## config.mk

```make
export PLATFORM = sky130hd
export DESIGN_NAME = stereo_transient_peak_analyzer
export DESIGN_NICKNAME = d
export VERILOG_FILES = /design/src/hdl/stpa_pkg.sv /design/src/hdl/stpa_datapath.sv /design/src/hdl/stpa_ctrl.sv /design/src/hdl/stereo_transient_peak_analyzer.sv
export SDC_FILE = /design/constraint.sdc
export NUM_CORES = 2
export LEC_CHECK = 0
export BUFFER_PORTS_ARGS = -buffer_cell sky130_fd_sc_hd__buf_2
export CAP_MARGIN = 10
export CORE_MARGIN = 2
export CORE_UTILIZATION = 58
export DETAILED_ROUTE_END_ITERATION = 12
export HOLD_SLACK_MARGIN = 0.1
export PLACE_DENSITY_LB_ADDON = 0.2
export SETUP_SLACK_MARGIN = 0.3
export SLEW_MARGIN = 5
export SYNTH_ARGS = -nofsm -noshare
export SYNTH_HDL_FRONTEND = slang
export SYNTH_SLANG_ARGS = --single-unit
```

## constraint.sdc

```tcl
create_clock -name clk -period 20.3 [get_ports clk]
set_input_delay 3.045 -clock clk [delete_from_list [all_inputs] [get_ports clk]]
set_output_delay 3.045 -clock clk [all_outputs]
set_load 0.01 [all_outputs]
```

## src/hdl/stpa_pkg.sv

```systemverilog
package stpa_pkg;

    localparam int MAX_LOOKAHEAD = 31;
    localparam int SAMPLE_BITS   = 16;
    localparam int DEPTH         = MAX_LOOKAHEAD + 1;
    localparam int PTR_BITS      = $clog2(DEPTH);
    localparam int FILL_BITS     = PTR_BITS + 1;
    localparam int MAG_BITS      = SAMPLE_BITS;
    localparam int ENV_BITS      = SAMPLE_BITS + 8;
    localparam int THR_BITS      = ENV_BITS + 16;
    localparam int STR_BITS      = 24;
    localparam int NUM_BITS      = MAG_BITS + 24;
    localparam logic [STR_BITS-1:0] STRENGTH_CAP = 24'd8388608;

    localparam logic [2:0] REG_MIN_LEVEL   = 3'd0;
    localparam logic [2:0] REG_SENSITIVITY = 3'd1;
    localparam logic [2:0] REG_MIN_SPACING = 3'd2;
    localparam logic [2:0] REG_LOOKAHEAD   = 3'd3;
    localparam logic [2:0] REG_ATTACK      = 3'd4;
    localparam logic [2:0] REG_RELEASE     = 3'd5;
    localparam logic [2:0] REG_STRIDE      = 3'd6;

    localparam logic KIND_RECORD    = 1'b0;
    localparam logic KIND_TRANSIENT = 1'b1;

    // controller -> datapath
    typedef struct packed {
        logic push;       // load frame into delay line and bucket
        logic eval_start; // latch oldest frame, compute threshold
        logic scan_step;  // compare one lookahead entry
        logic div_start;
        logic div_step;
        logic env_mult;   // form envelope delta product
        logic eval_done;  // commit envelope, pop frame
        logic emit_trans;
        logic emit_rec;
        logic clear;      // end of asset
    } stpa_cmd_t;

    // datapath -> controller
    typedef struct packed {
        logic eval_more;  // oldest frame needs evaluation now
        logic trigger;    // evaluated frame fires
        logic scan_done;
        logic div_done;
        logic rec_due;
        logic last;
    } stpa_stat_t;

endpackage

```

## src/hdl/stpa_datapath.sv

```systemverilog
module stpa_datapath (
    input  logic                            clk,
    input  logic                            rst_n,
    input  logic                            cfg_we,
    input  logic [2:0]                      cfg_index,
    input  logic [23:0]                     cfg_data,
    input  logic signed [15:0]              left_sample,
    input  logic signed [15:0]              right_sample,
    input  logic                            last_frame,
    input  stpa_pkg::stpa_cmd_t             cmd,
    output stpa_pkg::stpa_stat_t            stat,
    output logic                            res_kind,
    output logic [31:0]                     res_position,
    output logic signed [15:0]              res_min,
    output logic signed [15:0]              res_max,
    output logic [23:0]                     res_strength
);
    import stpa_pkg::*;

    logic [15:0] min_level_reg, sensitivity_reg, attack_reg, release_reg;
    logic [23:0] min_spacing_reg, stride_reg;
    logic [4:0]  lookahead_reg;

    logic [MAG_BITS-1:0]  mem [DEPTH];
    logic [PTR_BITS-1:0]  head_reg;
    logic [FILL_BITS-1:0] fill_reg;
    logic [31:0]          frame_reg, record_reg;
    logic [ENV_BITS-1:0]  env_reg;
    logic [MAG_BITS-1:0]  prev_reg;
    logic [32:0]          next_allowed_reg;
    logic signed [15:0]   bmin_reg, bmax_reg;
    logic [23:0]          bcount_reg;
    logic                 last_reg;

    logic [MAG_BITS-1:0]  m_reg, pk_reg;
    logic [PTR_BITS-1:0]  pf_reg, k_reg, win_reg;
    logic [THR_BITS-1:0]  thr_reg;
    logic                 trig_reg;
    logic [MAG_BITS-1:0]  rd_reg;
    logic [NUM_BITS-1:0]  rem_reg, quo_reg;
    logic [5:0]           dcnt_reg;
    logic [ENV_BITS+16:0] prod_reg;
    logic                 up_reg;

    // magnitude of the frame at the input
    logic [16:0] al, ar;
    logic [MAG_BITS-1:0] mag_in;
    assign al = left_sample[15] ? 17'(-$signed({left_sample[15], left_sample}))
                                : {1'b0, left_sample};
    assign ar = right_sample[15] ? 17'(-$signed({right_sample[15], right_sample}))
                                 : {1'b0, right_sample};
    assign mag_in = (al > ar) ? al[15:0] : ar[15:0];

    logic [FILL_BITS-1:0] la;
    assign la = FILL_BITS'(lookahead_reg);

    logic [FILL_BITS-1:0] w;
    assign w = ((fill_reg - 1'b1) > la) ? la : (fill_reg - 1'b1);

    logic [23:0] stride, spacing;
    assign stride  = (stride_reg == 24'd0) ? 24'd1 : stride_reg;
    assign spacing = (min_spacing_reg == 24'd0) ? 24'd1 : min_spacing_reg;

    assign stat.eval_more = (fill_reg != '0) && (last_reg || fill_reg > la);
    assign stat.trigger   = trig_reg;
    assign stat.scan_done = (k_reg == win_reg);
    assign stat.div_done  = (dcnt_reg == 6'd0);
    assign stat.rec_due   = (bcount_reg >= stride) || last_reg;
    assign stat.last      = last_reg;

    logic [THR_BITS-1:0] et, lt, thr_c, den;
    assign et    = THR_BITS'(env_reg * sensitivity_reg);
    assign lt    = THR_BITS'({min_level_reg, 16'd0});
    assign thr_c = (et > lt) ? et : lt;
    assign den   = (thr_reg < THR_BITS'(32'h10000)) ? THR_BITS'(32'h10000) : thr_reg;

    logic [ENV_BITS-1:0] m8, diff;
    assign m8   = {m_reg, 8'd0};
    assign diff = up_reg ? (m8 - env_reg) : (env_reg - m8);

    logic [NUM_BITS:0] rem_sh;
    logic              div_ge;
    assign rem_sh = {rem_reg, quo_reg[NUM_BITS-1]};
    assign div_ge = (rem_sh >= {1'b0, den});

    logic [31:0] peak_pos;
    assign peak_pos = frame_reg + 32'(pf_reg);

    always_ff @(posedge clk)
    begin
        if (cmd.push)
            mem[PTR_BITS'(head_reg + fill_reg[PTR_BITS-1:0])] <= mag_in;
        rd_reg <= mem[PTR_BITS'(head_reg + k_reg + 1'b1)];
    end

    always_ff @(posedge clk or negedge rst_n)
    begin
        if (!rst_n)
        begin
            min_level_reg    <= '0;
            sensitivity_reg  <= 16'd256;
            min_spacing_reg  <= 24'd1;
            lookahead_reg    <= '0;
            attack_reg       <= '0;
            release_reg      <= '0;
            stride_reg       <= 24'd1;
            head_reg         <= '0;
            fill_reg         <= '0;
            frame_reg        <= '0;
            record_reg       <= '0;
            env_reg          <= '0;
            prev_reg         <= '0;
            next_allowed_reg <= '0;
            bmin_reg         <= 16'sh7fff;
            bmax_reg         <= 16'sh8000;
            bcount_reg       <= '0;
            last_reg         <= 1'b0;
            trig_reg         <= 1'b0;
            k_reg            <= '0;
            win_reg          <= '0;
            dcnt_reg         <= '0;
        end
        else
        begin
            if (cfg_we)
            begin
                unique case (cfg_index)
                    REG_MIN_LEVEL:   min_level_reg   <= cfg_data[15:0];
                    REG_SENSITIVITY: sensitivity_reg <= cfg_data[15:0];
                    REG_MIN_SPACING: min_spacing_reg <= cfg_data;
                    REG_LOOKAHEAD:   lookahead_reg   <= cfg_data[4:0];
                    REG_ATTACK:      attack_reg      <= cfg_data[15:0];
                    REG_RELEASE:     release_reg     <= cfg_data[15:0];
                    REG_STRIDE:      stride_reg      <= cfg_data;
                    default: ;
                endcase
            end
            if (cmd.push)
            begin
                fill_reg   <= fill_reg + 1'b1;
                last_reg   <= last_frame;
                bcount_reg <= bcount_reg + 1'b1;
                bmin_reg   <= (left_sample < right_sample ? left_sample : right_sample)
                              < bmin_reg ? (left_sample < right_sample ? left_sample
                              : right_sample) : bmin_reg;
                bmax_reg   <= (left_sample > right_sample ? left_sample : right_sample)
                              > bmax_reg ? (left_sample > right_sample ? left_sample
                              : right_sample) : bmax_reg;
            end
            if (cmd.eval_start)
            begin
                m_reg    <= mem[head_reg];
                pk_reg   <= mem[head_reg];
                pf_reg   <= '0;
                k_reg    <= '0;
                win_reg  <= w[PTR_BITS-1:0];
                thr_reg  <= thr_c;
                trig_reg <= ({1'b0, frame_reg} >= next_allowed_reg)
                            && ({mem[head_reg], 16'd0} >= thr_c)
                            && (mem[head_reg] > prev_reg);
            end
            // while scanning, rd_reg holds entry k for any k above zero
            if (cmd.scan_step)
            begin
                k_reg <= k_reg + 1'b1;
            end
            if (cmd.div_start)
            begin
                if (rd_reg > pk_reg && k_reg != '0)
                begin
                    pk_reg <= rd_reg;
                    pf_reg <= k_reg;
                end
            end
            if (cmd.scan_step && k_reg != '0 && rd_reg > pk_reg)
            begin
                pk_reg <= rd_reg;
                pf_reg <= k_reg;
            end
            if (cmd.div_start)
            begin
                rem_reg  <= '0;
                quo_reg  <= {(rd_reg > pk_reg && k_reg != '0) ? rd_reg : pk_reg, 24'd0};
                dcnt_reg <= 6'(NUM_BITS);
            end
            if (cmd.div_step)
            begin
                if (div_ge)
                    rem_reg <= NUM_BITS'(rem_sh - {1'b0, den});
                else
                    rem_reg <= rem_sh[NUM_BITS-1:0];
                quo_reg  <= {quo_reg[NUM_BITS-2:0], div_ge};
                dcnt_reg <= dcnt_reg - 1'b1;
            end
            if (cmd.emit_trans)
            begin
                if ({pk_reg, 8'd0} > env_reg)
                    env_reg <= {pk_reg, 8'd0};
                next_allowed_reg <= {1'b0, peak_pos} + {9'd0, spacing};
            end
            if (cmd.env_mult)
            begin
                up_reg <= m8 > env_reg;
            end
            if (cmd.eval_done)
            begin
                if (up_reg)
                    env_reg <= env_reg + ENV_BITS'(prod_reg >> 16);
                else
                    env_reg <= env_reg - ENV_BITS'(prod_reg >> 16);
                prev_reg  <= m_reg;
                head_reg  <= head_reg + 1'b1;
                fill_reg  <= fill_reg - 1'b1;
                frame_reg <= frame_reg + 32'd1;
                trig_reg  <= 1'b0;
            end
            if (cmd.clear)
            begin
                head_reg         <= '0;
                fill_reg         <= '0;
                frame_reg        <= '0;
                record_reg       <= '0;
                env_reg          <= '0;
                prev_reg         <= '0;
                next_allowed_reg <= '0;
                bmin_reg         <= 16'sh7fff;
                bmax_reg         <= 16'sh8000;
                bcount_reg       <= '0;
                last_reg         <= 1'b0;
            end
            else if (cmd.emit_rec)
            begin
                record_reg <= record_reg + 32'd1;
                bmin_reg   <= 16'sh7fff;
                bmax_reg   <= 16'sh8000;
                bcount_reg <= '0;
            end
        end
    end

    // envelope delta product, registered in the cycle after the direction flag
    always_ff @(posedge clk)
    begin
        prod_reg <= (ENV_BITS+17)'(diff * (up_reg ? attack_reg : release_reg));
    end

    // result register
    always_ff @(posedge clk)
    begin
        if (cmd.emit_trans)
        begin
            res_kind     <= KIND_TRANSIENT;
            res_position <= peak_pos;
            res_min      <= '0;
            res_max      <= '0;
            res_strength <= (quo_reg > NUM_BITS'(STRENGTH_CAP)) ? STRENGTH_CAP
                                                                 : quo_reg[23:0];
        end
        else if (cmd.emit_rec)
        begin
            res_kind     <= KIND_RECORD;
            res_position <= record_reg;
            res_min      <= bmin_reg;
            res_max      <= bmax_reg;
            res_strength <= '0;
        end
    end
endmodule

```

## src/hdl/stpa_ctrl.sv

```systemverilog
module stpa_ctrl (
    input  logic                 clk,
    input  logic                 rst_n,
    input  logic                 in_valid,
    output logic                 in_ready,
    output logic                 out_valid,
    input  logic                 out_ready,
    output logic                 out_last,
    input  stpa_pkg::stpa_stat_t stat,
    output stpa_pkg::stpa_cmd_t  cmd
);
    import stpa_pkg::*;

    localparam logic [3:0] S_IDLE  = 4'd0;
    localparam logic [3:0] S_CHECK = 4'd1;
    localparam logic [3:0] S_EVAL  = 4'd2;
    localparam logic [3:0] S_SCAN  = 4'd3;
    localparam logic [3:0] S_DIV   = 4'd4;
    localparam logic [3:0] S_WAITT = 4'd5;
    localparam logic [3:0] S_ENV   = 4'd6;
    localparam logic [3:0] S_ENV2  = 4'd7;
    localparam logic [3:0] S_DONE  = 4'd8;
    localparam logic [3:0] S_REC   = 4'd9;

    logic [3:0] state_reg, state_next;
    logic       valid_reg, valid_next;
    logic       olast_reg, olast_next;
    logic       hold_reg, hold_next;
    logic       busy;

    assign busy      = valid_reg && !out_ready;
    assign in_ready  = (state_reg == S_IDLE);
    assign out_valid = valid_reg;
    assign out_last  = olast_reg;

    // A transient sits in the result register unpresented (hold_reg) until
    // the next result or the end of the request tells whether it is the last.
    always_comb
    begin
        state_next = state_reg;
        valid_next = valid_reg && !out_ready;
        olast_next = olast_reg;
        hold_next  = hold_reg;
        cmd        = '0;
        unique case (state_reg)
            S_IDLE:
                if (in_valid)
                begin
                    cmd.push   = 1'b1;
                    state_next = S_CHECK;
                end
            S_CHECK:
                if (stat.eval_more)
                begin
                    cmd.eval_start = 1'b1;
                    state_next     = S_EVAL;
                end
                else if (stat.rec_due)
                    state_next = S_REC;
                else
                begin
                    if (hold_reg)
                    begin
                        valid_next = 1'b1;
                        olast_next = 1'b1;
                        hold_next  = 1'b0;
                    end
                    state_next = S_IDLE;
                end
            S_EVAL:
                state_next = stat.trigger ? S_SCAN : S_ENV;
            S_SCAN:
                if (stat.scan_done)
                begin
                    cmd.div_start = 1'b1;
                    state_next    = S_DIV;
                end
                else
                    cmd.scan_step = 1'b1;
            S_DIV:
                if (stat.div_done)
                    state_next = S_WAITT;
                else
                    cmd.div_step = 1'b1;
            S_WAITT:
                if (hold_reg)
                begin
                    valid_next = 1'b1;
                    olast_next = 1'b0;
                    hold_next  = 1'b0;
                end
                else if (!busy)
                begin
                    cmd.emit_trans = 1'b1;
                    hold_next      = 1'b1;
                    state_next     = S_ENV;
                end
            S_ENV:
            begin
                cmd.env_mult = 1'b1;
                state_next   = S_ENV2;
            end
            S_ENV2:
                state_next = S_DONE;
            S_DONE:
            begin
                cmd.eval_done = 1'b1;
                state_next    = S_CHECK;
            end
            S_REC:
                if (hold_reg)
                begin
                    valid_next = 1'b1;
                    olast_next = 1'b0;
                    hold_next  = 1'b0;
                end
                else if (!busy)
                begin
                    cmd.emit_rec = 1'b1;
                    cmd.clear    = stat.last;
                    valid_next   = 1'b1;
                    olast_next   = 1'b1;
                    state_next   = S_IDLE;
                end
            default:
                state_next = S_IDLE;
        endcase
    end

    always_ff @(posedge clk or negedge rst_n)
    begin
        if (!rst_n)
        begin
            state_reg <= S_IDLE;
            valid_reg <= 1'b0;
            olast_reg <= 1'b0;
            hold_reg  <= 1'b0;
        end
        else
        begin
            state_reg <= state_next;
            valid_reg <= valid_next;
            olast_reg <= olast_next;
            hold_reg  <= hold_next;
        end
    end
endmodule

```

## src/hdl/stereo_transient_peak_analyzer.sv

```systemverilog
// channel   direction  handshake
// in        input      in_valid / in_ready
// out       output     out_valid / out_ready
// cfg       input      cfg_we, write only
// A request pushes one frame, evaluates each frame that is due and may emit a
// min/max record; a transient adds a lookahead scan, a divider (one quotient
// bit per cycle) and its output. The divider dominates.
// Reset clears all stream state; the delay memory needs no clearing.
// A stalled output holds the controller in place where it must emit a result;
// a transient is held back until its last flag is known.
module stereo_transient_peak_analyzer (
    input  logic               clk,
    input  logic               rst_n,
    input  logic               cfg_we,
    input  logic [2:0]         cfg_index,
    input  logic [23:0]        cfg_data,
    input  logic               in_valid,
    output logic               in_ready,
    input  logic signed [15:0] left_sample,
    input  logic signed [15:0] right_sample,
    input  logic               last_frame,
    output logic               out_valid,
    input  logic               out_ready,
    output logic               record_kind,
    output logic [31:0]        position,
    output logic signed [15:0] peak_minimum,
    output logic signed [15:0] peak_maximum,
    output logic [23:0]        strength,
    output logic               last_result
);
    import stpa_pkg::*;

    stpa_cmd_t  cmd;
    stpa_stat_t stat;

    stpa_ctrl u_ctrl (
        .clk       (clk),
        .rst_n     (rst_n),
        .in_valid  (in_valid),
        .in_ready  (in_ready),
        .out_valid (out_valid),
        .out_ready (out_ready),
        .out_last  (last_result),
        .stat      (stat),
        .cmd       (cmd)
    );

    stpa_datapath u_dp (
        .clk          (clk),
        .rst_n        (rst_n),
        .cfg_we       (cfg_we),
        .cfg_index    (cfg_index),
        .cfg_data     (cfg_data),
        .left_sample  (left_sample),
        .right_sample (right_sample),
        .last_frame   (last_frame),
        .cmd          (cmd),
        .stat         (stat),
        .res_kind     (record_kind),
        .res_position (position),
        .res_min      (peak_minimum),
        .res_max      (peak_maximum),
        .res_strength (strength)
    );
endmodule
```

==> run metrics <==
register area share after synthesis=36.6%; synth unique cells=93; max_cap viols=0; Slew @ Worst Pin=1350 ps; ys async rst share=between 30% and 40%; Std-Cell Rows=between 100 and 150; Slew HR=a little under a tenth; Max Clock Freq=88.3 MHz; CTS Buffer Depth=3; vias after detailed routing=63169; top_reg_cell synth=edfxtp_1; Worst EP required=around 21000 ps; clk slew on worst S/H paths=60 ps; CP max stage delay=1050 ps; max reg flops=512; global-route wire length before repair=approximately 380000 µm; initial antenna violation count=8; Post-Synthesis Cell Area=0.0873 mm²; endpoints failing setup=0; DR DRC count=0; Register-to-Register Path Depth=37; Yosys warning count=0; Mapped Cells=between 8000 and 9000; post-synthesis adder-cell area fraction=22.4%; CP Max Fanout=39; post_cts resized=0; # H-tree levels=3; Initial Util=58.4%; largest family of logic cells by synthesized area=adder cells; layout cells sized above 1=~14%; CTS tree=built; Yosys top cell area share=25.0%; P&R area growth vs syn=8.33%; Nets=9311; total area of sequential cells=0.0320 mm²; CTS buffer count=117; status=completed; Slew Limit Fails=0; CP max stage cell=dfrtp_1; CTS hold repair buffers=0; Core Util, Final=63.2%; synth cell count leaders=nand2_1 (989), inv_1 (946), edfxtp_1 (726); fin crit period=11320 ps; Reg2Reg Setup Slack=8980 ps; Clock Latency Late Sink=about 800 ps; pin count of the biggest net entering global routing=84; global route overflow=0; Die Y=392 µm; Avg Cell Area, Syn=~11 µm²; CP startpoint kind=flip-flop; post-synthesis xor/xnor area fraction=3.28%; die width=392 µm; routed wire length per instance=23.8 µm; r2r startpoint=u_dp.sensitivity_reg[1]; vias in the first global route=64020; Area contributors post-synth=edfxtp_1 (25%), fa_1 (14%), dfrtp_1 (9.4%); critical path endpoint=u_dp.trig_reg; Die ar.=0.154 mm²; post-synthesis simple-gate area fraction=about 12%; final cycle utilization of the critical path=between 50% and 60%; Initial DRT Pass Iterations=6; mux cell area share after synthesis=11.8%; Top Ports=157; Post-DRT Antenna Nets=0; CP most frequent cell=fa_1; TNS Setup=0 ps; HP Class=flip-flop to flip-flop; Post-CTS Setup Bufs=0; Critical Path End Type=flip-flop; clk_skew=129 ps; most common cell in the synthesized netlist=nand2_1; RSZ-0062 raised after global routing=false; final hold violation count=0; Routed WL=242000 µm; final RePlAce weighted congestion=0.946; R2R Path End=u_dp.trig_reg; port bufs=156; post-DR vias/cell=6.21; Synth Net Count=9284; Worst Path Arrival=around 12000 ps; Post-synth EDFFs=726; area of the multi-input gates=0.0507 mm²; #FFs+latches synth=1145; GRT Util Overall=between 30 and 40%; Synth area leader=edfxtp_1; Clock Sinks=roughly 1100; CP Launch Point=u_dp.sensitivity_reg[1]; compound-cell area share of the yosys netlist=7.82%; initial DRC count=5711; WS Path Type=flip-flop to flip-flop; CTS root buffer=clkbuf_16; Placeable Area=0.150 mm²; Post-DP HPWL=~170000 µm; Fill cells=roughly 12000
layer usage:
metal / vias to the layer above / global-route usage (%) / part of all wire [%]
met2: 2901 / 52.4 / 48
met3: 550 / 5.38 / 8.1
met1: 31947 / 42.6 / 39
met4: 0 / 12.9 / 4.5
li1: 27771 / - / -
met5: - / 0 / 0
worst min path at each step:
stage / startpoint / end / slack, ps / cells past startpoint
final: u_dp.res_kind / u_dp.res_kind / 440 / 2
after global routing: u_dp.res_min[13] / u_dp.res_min[13] / 480 / 2
after CTS: u_dp.res_kind / u_dp.res_kind / 450 / 2
after detailed placement: u_dp.res_kind / u_dp.res_kind / 440 / 2
after global placement: u_dp.res_kind / u_dp.res_kind / 430 / 2
after floorplan: u_dp.next_allowed_reg[14] / u_dp.next_allowed_reg[14] / 450 / 2
worst max-delay path: cells and delay by family, from the launching register on:
kind | cells | cell delay, ps
simple gates | 8 | 2160
buf+inv | 6 | 790
xor+xnor | 1 | 230
flops | 1 | 1050
mux | 1 | 300
compound gates | 12 | 2590
fa+ha+maj | 9 | 4090
stage by stage:
stage               cell area [µm²]  setup slack (ps)  instances  hold WS (ps)
floorplan                     87300             10800       8027           449
global placement              90500              9320       9947           430
detailed placement            90500              9170       9947           442
CTS                           94500              9160      10170           450
global route                  94600              8220      10174           478
finish                        94600              8980      10179           445
logic make-up after synthesis:
group	count (synthesis)
muxes	602
adders and majority gates	1192
buffers and inverters	1331
other	2
AOI/OAI and AO/OA	1101
xor gates and xnor gates	327
DFF	1145
and+or+nand+nor	2327
layout make-up:
| cell class | instances | area share [%] |
|---|---|---|
| timing repair buffer | 290 | 1.90 |
| inverter | 949 | 3.77 |
| tap | 2016 | 2.67 |
| clock buffer | 154 | 3.49 |
| sequential | 1145 | 33.8 |
| antenna | 5 | 0.0132 |
| clock inverter | 69 | 0.798 |
| multi-input combinational | 5551 | 53.6 |
layout by cell type, fill, tap and decap left out, drive strengths merged, types with 49 or more instances in the layout:
| master | n |
|---|---|
| a211oi | 53 |
| a21o | 139 |
| a21oi | 315 |
| and2 | 245 |
| buf | 290 |
| clkbuf | 154 |
| clkinv | 52 |
| dfrtp | 327 |
| dfxtp | 73 |
| edfxtp | 726 |
| fa | 618 |
| ha | 574 |
| inv | 948 |
| mux2 | 204 |
| mux2i | 78 |
| mux4 | 320 |
| nand2 | 989 |
| nand3 | 146 |
| nand4 | 118 |
| nor2 | 461 |
| nor2b | 60 |
| nor3 | 69 |
| o21a | 56 |
| o21ai | 317 |
| or3 | 49 |
| xnor2 | 175 |
| xor2 | 152 |
Power is left out: the tool's default activity adds up to more than one toggle a clock period on the data nets, which glitch-free logic cannot reach.
